`config.mk`:
```
export PLATFORM = sky130hd
export DESIGN_NAME = dtpq_cell
export DESIGN_NICKNAME = d
export VERILOG_FILES = /design/src/hw/rtl/due_time_priority_queue_core_macros.svh /design/src/hw/rtl/dtpq_pkg.sv /design/src/hw/rtl/dtpq_cell.sv
export SDC_FILE = /design/constraint.sdc
export NUM_CORES = 1
export LEC_CHECK = 0
export ABC_CLOCK_PERIOD_IN_PS = 4300
export BUFFER_PORTS_ARGS = -buffer_cell sky130_fd_sc_hd__buf_4
export CAP_MARGIN = 40
export CORE_AREA = 2 2 129 131
export DETAILED_ROUTE_END_ITERATION = 16
export DIE_AREA = 0 0 131 133
export GPL_ROUTABILITY_DRIVEN = 0
export PLACE_DENSITY_LB_ADDON = 0.05
export SETUP_SLACK_MARGIN = 0.5
export SYNTH_ARGS = -nofsm -noshare
export SYNTH_HDL_FRONTEND = slang
export SYNTH_SLANG_ARGS = --single-unit
```
`constraint.sdc`:
```
create_clock -name clk -period 4.3 [get_ports clk]
set_input_delay 0.215 -clock clk [delete_from_list [all_inputs] [get_ports clk]]
set_output_delay 0.215 -clock clk [all_outputs]
set_load 0.02 [all_outputs]
```
`src/hw/rtl/due_time_priority_queue_core_macros.svh`:
```
// assertion macros for the due-time priority queue
// used by the top level only; no other dependencies
`ifndef DUE_TIME_PRIORITY_QUEUE_CORE_MACROS_SVH
`define DUE_TIME_PRIORITY_QUEUE_CORE_MACROS_SVH

`ifndef SYNTHESIS
// condition holds in the same cycle as the trigger
`define DTPQ_ASSERT_NOW(label, clk, rst, trig, cond) \
  label: assert property (@(posedge clk) disable iff (rst) (trig) |-> (cond)) \
    else $error("dtpq assertion failed");
// condition holds in the cycle after the trigger
`define DTPQ_ASSERT_NEXT(label, clk, rst, trig, cond) \
  label: assert property (@(posedge clk) disable iff (rst) (trig) |=> (cond)) \
    else $error("dtpq assertion failed");
`else
`define DTPQ_ASSERT_NOW(label, clk, rst, trig, cond)
`define DTPQ_ASSERT_NEXT(label, clk, rst, trig, cond)
`endif

`endif

```
`src/hw/rtl/dtpq_pkg.sv`:
```
// types and constants for the due-time priority queue
// no dependencies
package dtpq_pkg;

  localparam int TIME_W  = 64;
  localparam int ID_W    = 16;
  localparam int COUNT_W = 6;

  typedef enum logic {
    OP_SCHEDULE = 1'b0,
    OP_COLLECT  = 1'b1
  } op_t;

  typedef enum logic [1:0] {
    ST_IDLE,
    ST_SCHED,
    ST_COLLECT
  } state_t;

  typedef struct packed {
    op_t               operation;
    logic [TIME_W-1:0] time_value;
    logic [ID_W-1:0]   job_id;
  } in_item_t;

  typedef struct packed {
    logic [ID_W-1:0]    released_id;
    logic               id_valid;
    logic               last;
    logic               status;
    logic               next_valid;
    logic [TIME_W-1:0]  next_time;
    logic [COUNT_W-1:0] pending_count;
  } out_item_t;

  // one queue slot
  typedef struct packed {
    logic              valid;
    logic [TIME_W-1:0] due_time;
    logic [ID_W-1:0]   id;
  } entry_t;

  // broadcast to every cell
  typedef struct packed {
    logic              insert;
    logic              pop;
    logic [TIME_W-1:0] new_time;
    logic [ID_W-1:0]   new_id;
  } cell_ctrl_t;

endpackage

```
`src/hw/rtl/dtpq_cell.sv`:
```
// one slot of the sorted shift chain
// depends on dtpq_pkg
module dtpq_cell
  import dtpq_pkg::*;
(
  input  logic       clk,
  input  logic       rst,
  input  cell_ctrl_t ctrl,
  input  entry_t     left_entry,
  input  logic       left_gt,
  input  entry_t     right_entry,
  output entry_t     entry,
  output logic       gt
);

  entry_t entry_next;

  // slot holds a later time than the one being inserted
  assign gt = entry.valid && (entry.due_time > ctrl.new_time);

  always_comb begin
    entry_next = entry;
    priority if (ctrl.pop) begin
      entry_next = right_entry;
    end else if (ctrl.insert) begin
      if (left_gt) begin
        entry_next = left_entry;
      end else if ((!entry.valid || gt) && left_entry.valid) begin
        entry_next.valid    = 1'b1;
        entry_next.due_time = ctrl.new_time;
        entry_next.id       = ctrl.new_id;
      end
    end
  end

  always_ff @(posedge clk) begin
    if (rst) begin
      entry.valid <= 1'b0;
    end else begin
      entry.valid <= entry_next.valid;
    end
  end

  always_ff @(posedge clk) begin
    entry.due_time <= entry_next.due_time;
    entry.id       <= entry_next.id;
  end

endmodule
```
# [Word level (Yosys, flattened, before mapping)]
# Index checks and enable logic that the tools add are counted.
[classes] magnitude_cmp=1 n_mux=4 n_reduce_logical=7
[ops] op="81-bit two-way mux" count=4
[ops] op="64-bit > comparator" count=1
[ops] op="3-bit nonzero test" count=1
[ops] op="1-bit logical AND" count=2
[ops] op="2-bit AND reduction" count=1
[ops] op="2-bit nonzero test" count=1
[ops] op="1-bit logical NOT" count=1
[ops] op="1-bit logical OR" count=1
[totals] elab_cells=15 reg_bits=81 out_inout_bits=82 inputBits=247

# [Longest topological paths before layout]
[depth] ltp_word=8 ltp_mapped=9 depth_no_buf=9

# [Worst setup path before layout]
# Ideal clock, no wire load.
[synth_path] path_kind="register -> register" startpoint="register entry[77] (netlist bit)" endpoint="register entry[0] (netlist bit) (enable)" path_stages_with_launch=9 setup_ps=457 path_buffers=0 slack_ps=-290 arrival_ps=4134 cell_sequence="edfxtp_1 ha_1 nand4_2 nor4_2 and3_2 nand3_2 o211a_1 o221a_1 o21ai_2"
[synth_between] elab_chain_cells=6
[synth_rtl] element="start, declared" line_no="dtpq_cell.sv:12" source="output entry_t entry,"
[synth_rtl] element="64-bit > comparator" line_no="dtpq_cell.sv:19" source="assign gt = entry.valid && (entry.due_time > ctrl.new_time);"
[synth_rtl] element="1-bit logical AND" line_no="dtpq_cell.sv:19"
[synth_rtl] element="1-bit logical OR" line_no="dtpq_cell.sv:28" source="end else if ((!entry.valid || gt) && left_entry.valid) begin"
[synth_rtl] element="1-bit logical AND" line_no="dtpq_cell.sv:28"
[synth_rtl] element="3-bit nonzero test (no source line)"
[synth_rtl] element="2-bit AND reduction (no source line)"
# No other way between the ends.
# A chain may end at the register's enable or synchronous reset.

# [Final worst setup path]
[layout_path] startpoint="register entry[42] (netlist bit)" endpoint="register entry[29] (netlist bit) (enable)"
# Same word-level chain as after synthesis.

==> results.py <==
metrics = {
    "synthesis": {
        "synth_enable_flop_cells": 80,
        "ys_seq_area_share_pct": 42.0,
        "synth_flop_cell": "edfxtp_1",
        "async_flop_share_pct": 0,
        "synth.distinct_cells": 39,
        "ys_top_cells_by_area": "edfxtp_1 42%, ha_1 14%, mux2i_1 14%, o21ai_0 7.6%, nand2_1 6.3%",
        "syn_inst": 598,
        "synth_top_area_cell": "edfxtp_1",
        "synth_top_area_share_pct": 41.7,
        "syn-mean-instance-area_um2": 9.64,
        "netlist_area_mm2": 0.00577,
        "syn_nets": 909,
        "yosysWarnings": 0,
        "ys_seq_elements": 81,
    },
    "timing": {
        "drv_slew": 0,
        "hold_slack_ps": 155,
        "setup_slack_ps": 1030,
        "fin_crit_ps": 3270,
        "worstMarginPinSlew_ps": 728,
        "finalCritPeriodShare_pct": 76.1,
        "timing.slew.headroom_pct": 51.5,
        "skew_ps": 8.32,
        "tns_ps": 0,
        "max_clock_freq_ghz": 0.306,
        "rsz0062_at_grt": "no",
        "finalSetupViolCount": 0,
        "hold_viol_final": 0,
    },
    "layout": {
        "drive_gt1_share_pct": 39.3,
        "seqCellArea_mm2": 0.00242,
        "top_register": "entry",
        "layout.nets": 1227,
        "syn2layout_area_growth_pct": 53.2,
        "num_antenna_cells": 0,
        "reg_top3": "entry: 81 flops",
        "largest_reg_flops": 81,
        "fill_cells": 1537,
        "multi_input_area_mm2": 0.00309,
    },
    "global_route": {
        "globalRoute.totalOverflow": 0,
        "grt_start_max_net_pins": 71,
        "grt_pass1_wl_um": 27100,
        "antenna_found_initial": 0,
        "grt_pass1_vias": 5506,
        "grt_use_total_pct": 20.3,
    },
    "critical_path": {
        "reg2reg_depth": 8,
        "startpoint_type": "flop",
        "crit_type": "flop to flop",
        "end_kind": "flop",
        "critPathMaxFanout": 52,
        "crit_arrival_ps": 3240,
        "required_ps": 4270,
    },
    "routing": {
        "post_drt_wl_per_cell_um": 16.0,
        "wl_um": 18300,
        "drt_first_pass_iters": 5,
        "vias": 5524,
        "antenna_left": 0,
        "initialDrtViolationCount": 254,
        "drc_errors": 0,
        "viasPerCell": 4.84,
    },
    "power": {
        "irDropWorstVdd_uv": 179,
        "p_leak_nw": 4.39,
        "p_per_area_mw_per_mm2": 296,
    },
    "min_path": {
        "hp-class": "input port to flop",
        "hold-path-cell-count": 3,
    },
    "clock_tree": {
        "clk_pin_slew_ps": 60,
        "cts_buffers": 9,
        "ctsResizeCount": 0,
        "clk_latency_ps": 340,
        "cts_buffer_depth": 2,
        "cts_setup_buffers": 0,
        "cts_tree": "yes",
        "htree_levels": 3,
        "cts-root-buf": "clkbuf_16",
        "cts_sinks": 81,
        "hold_buffers": 0,
    },
    "placed_design": {
        "place_ws_ps": 1020,
        "dp_hpwl_um": 15000,
        "portBuffers": 328,
    },
    "floorplan": {
        "die_h_um": 133,
        "die-area_mm2": 0.0174,
        "core-area_mm2": 0.0162,
        "rows": 47,
        "num_io_pins": 329,
        "die_w_um": 131,
        "start_util_pct": 35.7,
    },
    "job": {
        "max_cap_viol_count": 0,
    },
    "outcome": {
        "status": "finished, final reports clean",
    },
}
logic make-up after synthesis:
group | Yosys count | share of synthesized area [%]
AOI/OAI and AO/OA | 135 | 12.6
DFF | 81 | 42.0
adders and majority gates | 64 | 13.9
buffers and inverters | 93 | 6.10
and+or+nand+nor | 145 | 11.5
muxes | 80 | 13.9
metrics by stage:
stage          std cells  cell area (µm²)  utilization [%]  power, mW
2_1_floorplan        598             5870                -       1.46
3_3_place_gp        1125             8540             52.8       1.86
3_5_place_dp        1125             8540             52.8       1.88
4_1_cts             1141             8830             54.6       2.65
5_1_grt             1141             8830             54.6       2.76
6_report            1141             8830             54.6       2.61
final timing paths:
path	slack, ps	endpoint	start
worst min register to register	790	entry[80]	entry[80]
worst max register to register	1030	entry[29]	entry[42]
worst max-delay path	1030	entry[29]	entry[42]
worst min-delay path	160	entry[12]	right_entry[12]
cell type report:
class                      count  share of cell area, %
multi-input combinational    424                   35.0
timing repair buffer         334                   28.4
sequential                    81                   27.4
tap                          220                   3.12
inverter                      66                   2.80
clock buffer                  10                   2.59
clock inverter                 6                  0.666
routing by layer:
layer / global-route usage (%) / wire length (µm)
met1: 22.5 / 7020
met2: 36.6 / 9300
met3: 5.58 / 1680
met4: 6.97 / 302
met5: 0 / 0
cell usage after synthesis, types with 2 or more instances:
| cell | n |
|---|---|
| nand2_1 | 97 |
| o21ai_0 | 88 |
| edfxtp_1 | 80 |
| mux2i_1 | 80 |
| inv_1 | 66 |
| ha_1 | 64 |
| a21oi_1 | 29 |
| clkbuf_1 | 19 |
| nand4_1 | 12 |
| nand3_1 | 8 |
| nor2_1 | 8 |
| buf_1 | 6 |
| a211oi_1 | 3 |
| nor2b_1 | 3 |
| nor4_1 | 3 |
| a21o_1 | 2 |
| a221oi_1 | 2 |
| buf_2 | 2 |
| nand4_2 | 2 |
| nor3_1 | 2 |
| nor3b_1 | 2 |
| o21ai_1 | 2 |
| o21ai_2 | 2 |
worst max-delay path, cell delays in order (launching register included):
cell and delay (ps):
edfxtp_1 400, ha_1 330, nand4_1 150, nor4_1 550
nand3_2 130, o211a_1 250, o221a_1 300, o21ai_4 170
buf_4 590
power breakdown:
| group | internal [mW] | total [mW] | switching, mW |
|---|---|---|---|
| sequential | 0.980 | 1.03 | 0.0479 |
| clock | 0.446 | 0.758 | 0.312 |
| combinational | 0.404 | 0.827 | 0.423 |
| total | 1.83 | 2.61 | 0.784 |
cells in the final DEF (no fill, tap or decap), drive strengths merged, types with 3 or more instances in the layout:
| cell type | instances |
|---|---|
| edfxtp | 80 |
| nand4 | 14 |
| o21ai | 92 |
| nor4 | 4 |
| clkbuf | 10 |
| nor2b | 3 |
| a211oi | 3 |
| clkinv | 3 |
| nor2 | 8 |
| a21oi | 29 |
| mux2i | 80 |
| nand3 | 9 |
| buf | 334 |
| nand2 | 97 |
| ha | 64 |
| inv | 66 |
Power figures use the tool's default switching activity.
